### config.mk
export PLATFORM = sky130hd
export DESIGN_NAME = bounded_linked_list_engine
export DESIGN_NICKNAME = d
export VERILOG_FILES = /design/src/sv/bll_pkg.sv /design/src/sv/bll_ram.sv /design/src/sv/bounded_linked_list_engine.sv
export SDC_FILE = /design/constraint.sdc
export NUM_CORES = 2
export LEC_CHECK = 0
export BUFFER_PORTS_ARGS = -buffer_cell sky130_fd_sc_hd__buf_2
export CAP_MARGIN = 40
export CORE_MARGIN = 4
export CORE_UTILIZATION = 45
export DETAILED_ROUTE_END_ITERATION = 12
export GPL_TIMING_DRIVEN = 0
export PLACE_DENSITY = 0.71
export RECOVER_POWER = 50
export SLEW_MARGIN = 40
export SYNTH_ARGS = -nofsm -noshare
export SYNTH_HDL_FRONTEND = slang
export SYNTH_SLANG_ARGS = --single-unit
### constraint.sdc
create_clock -name clk -period 12.45 [get_ports clk]
set_input_delay 1.8675 -clock clk [delete_from_list [all_inputs] [get_ports clk]]
set_output_delay 1.8675 -clock clk [all_outputs]
set_load 0.03 [all_outputs]
### src/sv/bll_pkg.sv
// Shared types and constants for the bounded linked list engine.
`default_nettype none

package bll_pkg;

	localparam int CAPACITY   = 64;
	localparam int VALUE_BITS = 32;
	localparam int POS_W      = 7;
	localparam int SLOT_W     = $clog2(CAPACITY);
	localparam int CNT_W      = $clog2(CAPACITY + 1);
	localparam int CMP_W      = (CNT_W > POS_W) ? CNT_W : POS_W;

	localparam logic [CNT_W-1:0] CAP_CNT = CNT_W'(CAPACITY);

	typedef enum logic [1:0] {
		K_INSERT = 2'd0,
		K_REMOVE = 2'd1,
		K_SEARCH = 2'd2,
		K_CLEAR  = 2'd3
	} kind_t;

	typedef enum logic [1:0] {
		ST_DONE    = 2'd0,
		ST_IGNORED = 2'd1,
		ST_FULL    = 2'd2
	} status_t;

	typedef enum logic [3:0] {
		S_IDLE,
		S_DECODE,
		S_POP,
		S_ALLOC,
		S_INS_TAIL,
		S_WALK,
		S_INS_LINK,
		S_INS_LINK2,
		S_REM_LINK,
		S_PUSH,
		S_SEARCH
	} state_t;

endpackage

`default_nettype wire

### src/sv/bll_ram.sv
// Simple dual-port RAM: one write port, one read port with registered data.
`default_nettype none

module bll_ram #(
	parameter int DEPTH = 64,
	parameter int WIDTH = 32
) (
	input  wire logic                     clk,
	input  wire logic                     we,
	input  wire logic [$clog2(DEPTH)-1:0] waddr,
	input  wire logic [WIDTH-1:0]         wdata,
	input  wire logic [$clog2(DEPTH)-1:0] raddr,
	output logic      [WIDTH-1:0]         rdata
);

	logic [WIDTH-1:0] mem [DEPTH];

	always_ff @(posedge clk) begin
		if (we) begin
			mem[waddr] <= wdata;
		end
	end

	always_ff @(posedge clk) begin
		rdata <= mem[raddr];
	end

endmodule

`default_nettype wire

### src/sv/bounded_linked_list_engine.sv
// Top level of the bounded linked list engine: sequencer, list registers, slot stores.
//
// Usage: drive kind, position, from_tail and value and raise start while busy is
// low; the word is taken at that clock edge and busy goes high the next cycle.
// Exactly one result word comes back per command: done is high for one cycle
// with found, count and status valid in that cycle. busy is already low in the
// done cycle, so the next command may be started there.
// A walk visits one link per cycle on the shared read port of the value and link
// stores. Clear, an insert into a full list and an ignored remove finish straight
// from decode; an insert into an empty list or at the front writes its slot after
// the pop; an insert at the end also relinks the tail; an insert at position p
// walks to the predecessor and relinks twice; a remove walks to its predecessor
// unless at 0 or of the only entry; a search walks until a match or the end.
// Reset (arst_n low) empties the list at once; there is no clearing pass, the
// free-slot stack is tracked by a low-water mark. The receiver cannot stall.
`default_nettype none

module bounded_linked_list_engine
	import bll_pkg::*;
(
	input  wire logic                  clk,
	input  wire logic                  arst_n,
	input  wire logic                  start,
	output logic                       busy,
	input  wire logic [1:0]            kind,
	input  wire logic [POS_W-1:0]      position,
	input  wire logic                  from_tail,
	input  wire logic [VALUE_BITS-1:0] value,
	output logic                       done,
	output logic                       found,
	output logic      [CNT_W-1:0]      count,
	output logic      [1:0]            status
);

	state_t state_q, state_d;

	logic [CNT_W-1:0]  count_q, count_d;
	logic [SLOT_W-1:0] head_q, head_d;
	logic [SLOT_W-1:0] tail_q, tail_d;
	logic [CNT_W-1:0]  min_top_q, min_top_d;
	logic              done_q, done_d;

	kind_t             kind_q, kind_d;
	logic [POS_W-1:0]  pos_q, pos_d;
	logic              from_tail_q, from_tail_d;
	logic [VALUE_BITS-1:0] value_q, value_d;
	logic              last_q, last_d;
	logic [CNT_W-1:0]  cnt_q, cnt_d;
	logic [SLOT_W-1:0] cur_q, cur_d;
	logic [SLOT_W-1:0] slot_q, slot_d;
	logic              found_q, found_d;
	status_t           status_q, status_d;

	logic [SLOT_W-1:0] rd_addr;
	logic [VALUE_BITS-1:0] val_rd;
	logic [SLOT_W-1:0] link_rd;
	logic              link_we;
	logic [SLOT_W-1:0] link_waddr;
	logic [SLOT_W-1:0] link_wdata;
	logic              val_we;
	logic              free_we;
	logic [SLOT_W-1:0] free_waddr;
	logic [SLOT_W-1:0] free_raddr;
	logic [SLOT_W-1:0] free_rd;

	logic [CMP_W-1:0]  pos_ext;
	logic [CMP_W-1:0]  cnt_ext;
	logic [CMP_W-1:0]  pos_eff;
	logic [CMP_W-1:0]  cnt_m1;

	assign pos_ext    = CMP_W'(pos_q);
	assign cnt_ext    = CMP_W'(count_q);
	assign cnt_m1     = cnt_ext - CMP_W'(1);
	assign pos_eff    = from_tail_q ? cnt_m1 : pos_ext;
	// stack top (pop) is CAPACITY - 1 - count, push slot is CAPACITY - count
	assign free_raddr = SLOT_W'(CAP_CNT - CNT_W'(1) - count_q);
	assign free_waddr = SLOT_W'(CAP_CNT - count_q);

	bll_ram #(.DEPTH(CAPACITY), .WIDTH(VALUE_BITS)) u_values (
		.clk   (clk),
		.we    (val_we),
		.waddr (slot_q),
		.wdata (value_q),
		.raddr (rd_addr),
		.rdata (val_rd)
	);

	bll_ram #(.DEPTH(CAPACITY), .WIDTH(SLOT_W)) u_links (
		.clk   (clk),
		.we    (link_we),
		.waddr (link_waddr),
		.wdata (link_wdata),
		.raddr (rd_addr),
		.rdata (link_rd)
	);

	bll_ram #(.DEPTH(CAPACITY), .WIDTH(SLOT_W)) u_free (
		.clk   (clk),
		.we    (free_we),
		.waddr (free_waddr),
		.wdata (slot_q),
		.raddr (free_raddr),
		.rdata (free_rd)
	);

	always_ff @(posedge clk or negedge arst_n) begin
		if (!arst_n) begin
			state_q   <= S_IDLE;
			count_q   <= '0;
			head_q    <= '0;
			tail_q    <= '0;
			min_top_q <= CAP_CNT;
			done_q    <= 1'b0;
		end else begin
			state_q   <= state_d;
			count_q   <= count_d;
			head_q    <= head_d;
			tail_q    <= tail_d;
			min_top_q <= min_top_d;
			done_q    <= done_d;
		end
	end

	always_ff @(posedge clk) begin
		kind_q      <= kind_d;
		pos_q       <= pos_d;
		from_tail_q <= from_tail_d;
		value_q     <= value_d;
		last_q      <= last_d;
		cnt_q       <= cnt_d;
		cur_q       <= cur_d;
		slot_q      <= slot_d;
		found_q     <= found_d;
		status_q    <= status_d;
	end

	always_comb begin
		state_d     = state_q;
		count_d     = count_q;
		head_d      = head_q;
		tail_d      = tail_q;
		min_top_d   = min_top_q;
		done_d      = 1'b0;
		kind_d      = kind_q;
		pos_d       = pos_q;
		from_tail_d = from_tail_q;
		value_d     = value_q;
		last_d      = last_q;
		cnt_d       = cnt_q;
		cur_d       = cur_q;
		slot_d      = slot_q;
		found_d     = found_q;
		status_d    = status_q;
		rd_addr     = cur_q;
		link_we     = 1'b0;
		link_waddr  = slot_q;
		link_wdata  = '0;
		val_we      = 1'b0;
		free_we     = 1'b0;

		case (state_q)
			S_IDLE: begin
				rd_addr = head_q;
				cur_d   = head_q;
				if (start) begin
					kind_d      = kind_t'(kind);
					pos_d       = position;
					from_tail_d = from_tail;
					value_d     = value;
					state_d     = S_DECODE;
				end
			end
			S_DECODE: begin
				case (kind_q)
					K_INSERT: begin
						if (count_q == CAP_CNT) begin
							done_d   = 1'b1;
							found_d  = 1'b0;
							status_d = ST_FULL;
							state_d  = S_IDLE;
						end else begin
							state_d = S_POP;
						end
					end
					K_REMOVE: begin
						last_d = (pos_eff == cnt_m1);
						if (count_q == '0 || pos_eff >= cnt_ext) begin
							done_d   = 1'b1;
							found_d  = 1'b0;
							status_d = ST_IGNORED;
							state_d  = S_IDLE;
						end else if (count_q == CNT_W'(1)) begin
							slot_d  = head_q;
							head_d  = '0;
							tail_d  = '0;
							state_d = S_PUSH;
						end else if (pos_eff == '0) begin
							slot_d  = head_q;
							head_d  = link_rd;
							state_d = S_PUSH;
						end else begin
							cnt_d   = CNT_W'(pos_eff - CMP_W'(1));
							state_d = S_WALK;
						end
					end
					K_SEARCH: begin
						cnt_d   = count_q;
						state_d = S_SEARCH;
					end
					default: begin
						count_d   = '0;
						head_d    = '0;
						tail_d    = '0;
						min_top_d = CAP_CNT;
						done_d    = 1'b1;
						found_d   = 1'b0;
						status_d  = ST_DONE;
						state_d   = S_IDLE;
					end
				endcase
			end
			S_POP: begin
				// slots below the low-water mark were never pushed: identity
				if (CNT_W'(free_raddr) < min_top_q) begin
					slot_d    = free_raddr;
					min_top_d = CNT_W'(free_raddr);
				end else begin
					slot_d = free_rd;
				end
				state_d = S_ALLOC;
			end
			S_ALLOC: begin
				val_we  = 1'b1;
				link_we = 1'b1;
				if (count_q == '0) begin
					head_d   = slot_q;
					tail_d   = slot_q;
					count_d  = count_q + CNT_W'(1);
					done_d   = 1'b1;
					found_d  = 1'b0;
					status_d = ST_DONE;
					state_d  = S_IDLE;
				end else if (!from_tail_q && pos_q == '0) begin
					link_wdata = head_q;
					head_d     = slot_q;
					count_d    = count_q + CNT_W'(1);
					done_d     = 1'b1;
					found_d    = 1'b0;
					status_d   = ST_DONE;
					state_d    = S_IDLE;
				end else if (from_tail_q || pos_ext >= cnt_ext) begin
					state_d = S_INS_TAIL;
				end else begin
					link_we = 1'b0;
					cnt_d   = CNT_W'(pos_ext - CMP_W'(1));
					state_d = S_WALK;
				end
			end
			S_INS_TAIL: begin
				link_we    = 1'b1;
				link_waddr = tail_q;
				link_wdata = slot_q;
				tail_d     = slot_q;
				count_d    = count_q + CNT_W'(1);
				done_d     = 1'b1;
				found_d    = 1'b0;
				status_d   = ST_DONE;
				state_d    = S_IDLE;
			end
			S_WALK: begin
				if (cnt_q == '0) begin
					// cur_q is the predecessor, link_rd its successor
					if (kind_q == K_INSERT) begin
						state_d = S_INS_LINK;
					end else begin
						slot_d = link_rd;
						if (last_q) begin
							link_we    = 1'b1;
							link_waddr = cur_q;
							link_wdata = '0;
							tail_d     = cur_q;
							state_d    = S_PUSH;
						end else begin
							rd_addr = link_rd;
							state_d = S_REM_LINK;
						end
					end
				end else begin
					cur_d   = link_rd;
					rd_addr = link_rd;
					cnt_d   = cnt_q - CNT_W'(1);
				end
			end
			S_INS_LINK: begin
				link_we    = 1'b1;
				link_waddr = slot_q;
				link_wdata = link_rd;
				state_d    = S_INS_LINK2;
			end
			S_INS_LINK2: begin
				link_we    = 1'b1;
				link_waddr = cur_q;
				link_wdata = slot_q;
				count_d    = count_q + CNT_W'(1);
				done_d     = 1'b1;
				found_d    = 1'b0;
				status_d   = ST_DONE;
				state_d    = S_IDLE;
			end
			S_REM_LINK: begin
				link_we    = 1'b1;
				link_waddr = cur_q;
				link_wdata = link_rd;
				state_d    = S_PUSH;
			end
			S_PUSH: begin
				free_we  = 1'b1;
				count_d  = count_q - CNT_W'(1);
				done_d   = 1'b1;
				found_d  = 1'b0;
				status_d = ST_DONE;
				state_d  = S_IDLE;
			end
			S_SEARCH: begin
				if (cnt_q == '0) begin
					done_d   = 1'b1;
					found_d  = 1'b0;
					status_d = ST_DONE;
					state_d  = S_IDLE;
				end else if (val_rd == value_q) begin
					done_d   = 1'b1;
					found_d  = 1'b1;
					status_d = ST_DONE;
					state_d  = S_IDLE;
				end else if (cnt_q == CNT_W'(1)) begin
					done_d   = 1'b1;
					found_d  = 1'b0;
					status_d = ST_DONE;
					state_d  = S_IDLE;
				end else begin
					cur_d   = link_rd;
					rd_addr = link_rd;
					cnt_d   = cnt_q - CNT_W'(1);
				end
			end
			default: begin
				state_d = S_IDLE;
			end
		endcase
	end

	assign busy   = (state_q != S_IDLE);
	assign done   = done_q;
	assign found  = found_q;
	assign count  = count_q;
	assign status = status_q;

	a_count_bound: assert property (@(posedge clk) disable iff (!arst_n)
		count_q <= CAP_CNT)
		else $error("entry count above capacity");

	a_empty_ptrs: assert property (@(posedge clk) disable iff (!arst_n)
		count_q == '0 |-> head_q == '0 && tail_q == '0)
		else $error("empty list with nonzero head or tail");

	a_full_status: assert property (@(posedge clk) disable iff (!arst_n)
		done_q && status_q == ST_FULL |-> count_q == CAP_CNT)
		else $error("full status on a list with free slots");

	a_done_pulse: assert property (@(posedge clk) disable iff (!arst_n)
		done_q |=> !done_q)
		else $error("result word held for more than one cycle");

	a_start_busy: assert property (@(posedge clk) disable iff (!arst_n)
		start && !busy |=> busy && !done_q)
		else $error("accepted command did not raise busy");

endmodule

`default_nettype wire
==> results.ini <==
[critical_path]
crit_arrival_ns=8.91
crit_path_max_fanout=17
worstSetupPathType=register to register
critPathLaunchType=register
critPathCaptureType=register
worstPathRequired_ns=13.29

[run_status]
violations=capacitance limit, slew limit
outcome=finished with violations

[floorplan]
rows=186
io_pins=57
die_area_um2=267000
die_w_um=517
die_h_um=517
start_util=0.453
core_um2=257000

[logic_synthesis]
yosysWarningCount=0
syn-cell-area_um2=116000
synth.most_common_cell=edfxtp_1
synthTopCellsByArea=edfxtp_1, mux4_2, nand2_1, a211oi_1, a22oi_1
syn-instance-count=6904
netlist.area_leader.share=0.743
synth-seq-cells=2956
syn_area_per_cell_um2=16.9
synth_edf_count=2881
postSynth.asyncResetShare=0.0105
synthFlopType=edfxtp_1
syn-num-nets=6981
synth_cell_type_count=75
yosysTopAreaCell=edfxtp_1
synthTopCellsByCount=edfxtp_1, nand2_1, mux4_2
ys_seq_area_frac=0.757

[sta]
finalHoldViolCount=0
clock_skew_ns=0.0921
slew_violations=74
setup-tns-final_ns=0
rsz0062_at_grt=false
fin_crit_ns=8.07
finalCritPeriodShare=0.648
setup_viol=0
timing.fmax_mhz=124
slew_headroom=-0.724
tightest_slew_ns=2.59

[layout]
syn2layout_area_growth_pct=16.0
layout.nets=7701
drive_gt1_frac=0.166
postLayoutCoreUtil=0.525
stdcell_area_um2=135000

[global_routing]
grt_pass1_wl_um=502000
grt_max_degree=34
track_usage=0.262
grt_remaining_overflow=0
antenna_found_initial=25
grt_pass1_vias=69400

[clock_network]
clk_latency_ns=0.98
cts_sinks=2956
htree_levels=5
cts_made_buffers=306
holdBufCountCts=0
clock-root-buffer=clkbuf_16
clk_pin_slew_ns=0.06
cts_buffer_depth=4
cts_tree=built
post_cts_resized=0
post-cts-setup-buffer-count=0

[route]
finalWirelength_um=354000
ant_nets=0
firstDrtPassIters=9
wl_per_cell_um=31.5
vias=71100
drcViolationCount=0
via_per_inst=6.33
drt_iter0_drc=11700

[placement]
gp_congestion=0.991
dp_hpwl_um=251000
dpl_cell_area_um2=127000
portBuffers=56

[run]
maxCapViolations=3

[min_path]
hp-class=register to register

flip-flops by register name, indices dropped and copies added, names as in the netlist, 7 cells and up:
signal          flops
cnt_q               7
count               7
min_top_q           7
pos_ext             7
u_free.mem        384
u_links.mem       384
u_values.mem     2048
u_values.rdata     32
value_q            32
cell families after synthesis:
| kind of cell | count (synthesis) | synth area share |
|---|---|---|
| buffers and inverters | 492 | 0.0177 |
| muxes | 443 | 0.0810 |
| adders and majority gates | 32 | 0.00344 |
| AOI/OAI and AO/OA | 1152 | 0.0686 |
| and+or+nand+nor | 1767 | 0.0676 |
| xor gates and xnor gates | 62 | 0.00466 |
| DFF | 2956 | 0.757 |
worst max-delay path, cell delays in order, from the launching register on:
cell      delay, ns
edfxtp_1       0.53
clkbuf_1       0.71
clkbuf_1       0.77
xor2_1         0.15
nor4_1         0.38
nand4_1        0.67
o21ba_2        0.43
clkbuf_1       0.25
mux2i_4        0.62
buf_2          0.48
buf_2          0.62
clkbuf_1       0.74
a31oi_1        0.23
a22oi_1        0.30
nand3_1        0.58
a211o_1        0.46
area by class of cell:
type                    instances  area, um2
fillers                     19800     122000
flip-flops and latches       2956      88200
multi-input cells            3456      26800
clock buffers                 376       8160
well taps                    3384       4230
repair buffers                412       4060
plain buffers                 453       1970
clock inverters               154       1450
inverters                      39        154
diodes                         10       25.0
layer usage:
metal / track usage / vias to the layer above / wire, um
met4: 0.132 / 16 / 22200
met3: 0.0717 / 888 / 46800
met2: 0.398 / 5246 / 159000
met5: 0 / - / 99
met1: 0.349 / 35900 / 126000
li1: - / 29100 / -
stage by stage:
stage	hold WS, ns	setup slack (ns)	cells
finish	0.509	4.38	11200
global route	0.515	4.47	11200
CTS	0.507	5.72	11200
detailed placement	0.492	5.79	10700
global placement	0.483	1.99	10300
floorplan	0.466	8.03	6904
path summary, 6_finish.rpt:
path                       cells after the start                     start                         end  slack, ns
setup / recovery                              15     value_q[27]$_DFFE_PP_  u_values.rdata[28]$_DFF_P_       4.38
hold / removal                                 1  min_top_q[1]$_DFFE_PN0P_    min_top_q[1]$_DFFE_PN0P_       0.51
setup reg to reg                              15     value_q[27]$_DFFE_PP_  u_values.rdata[28]$_DFF_P_       4.38
hold reg to reg                                1  min_top_q[1]$_DFFE_PN0P_    min_top_q[1]$_DFFE_PN0P_       0.51
max in group asynchronous                      1                    arst_n       tail_q[4]$_DFFE_PN0P_       9.73
min in group asynchronous                      1                    arst_n       tail_q[1]$_DFFE_PN0P_       1.47
cell usage in the layout (no fill, tap or decap), types with 14 or more instances in the layout:
cell type	instances
nor2_1	215
a31oi_1	207
a222oi_1	15
buf_8	51
a22oi_1	222
buf_2	162
ha_1	32
mux2i_1	32
xor2_1	42
and3_1	234
bufinv_16	27
a32oi_1	14
nand2_1	903
nor3_1	25
nand3_1	233
buf_4	31
clkbuf_2	30
inv_1	32
a211o_1	33
dfrtp_1	30
mux4_2	398
a2111oi_2	30
clkbuf_1	513
a311oi_1	34
edfxtp_1	2881
buf_1	44
nand4_1	18
nor4_1	17
clkbuf_16	315
xnor2_1	20
clkinv_1	59
nor2_4	43
clkinv_2	45
o21ai_0	50
a21oi_1	214
a211oi_1	230
buf_16	69
dfxtp_1	44
a22o_1	18
buf_6	14
Power is left out: the tool's default activity adds up to more than one toggle a clock period on the data nets, which glitch-free logic cannot reach.
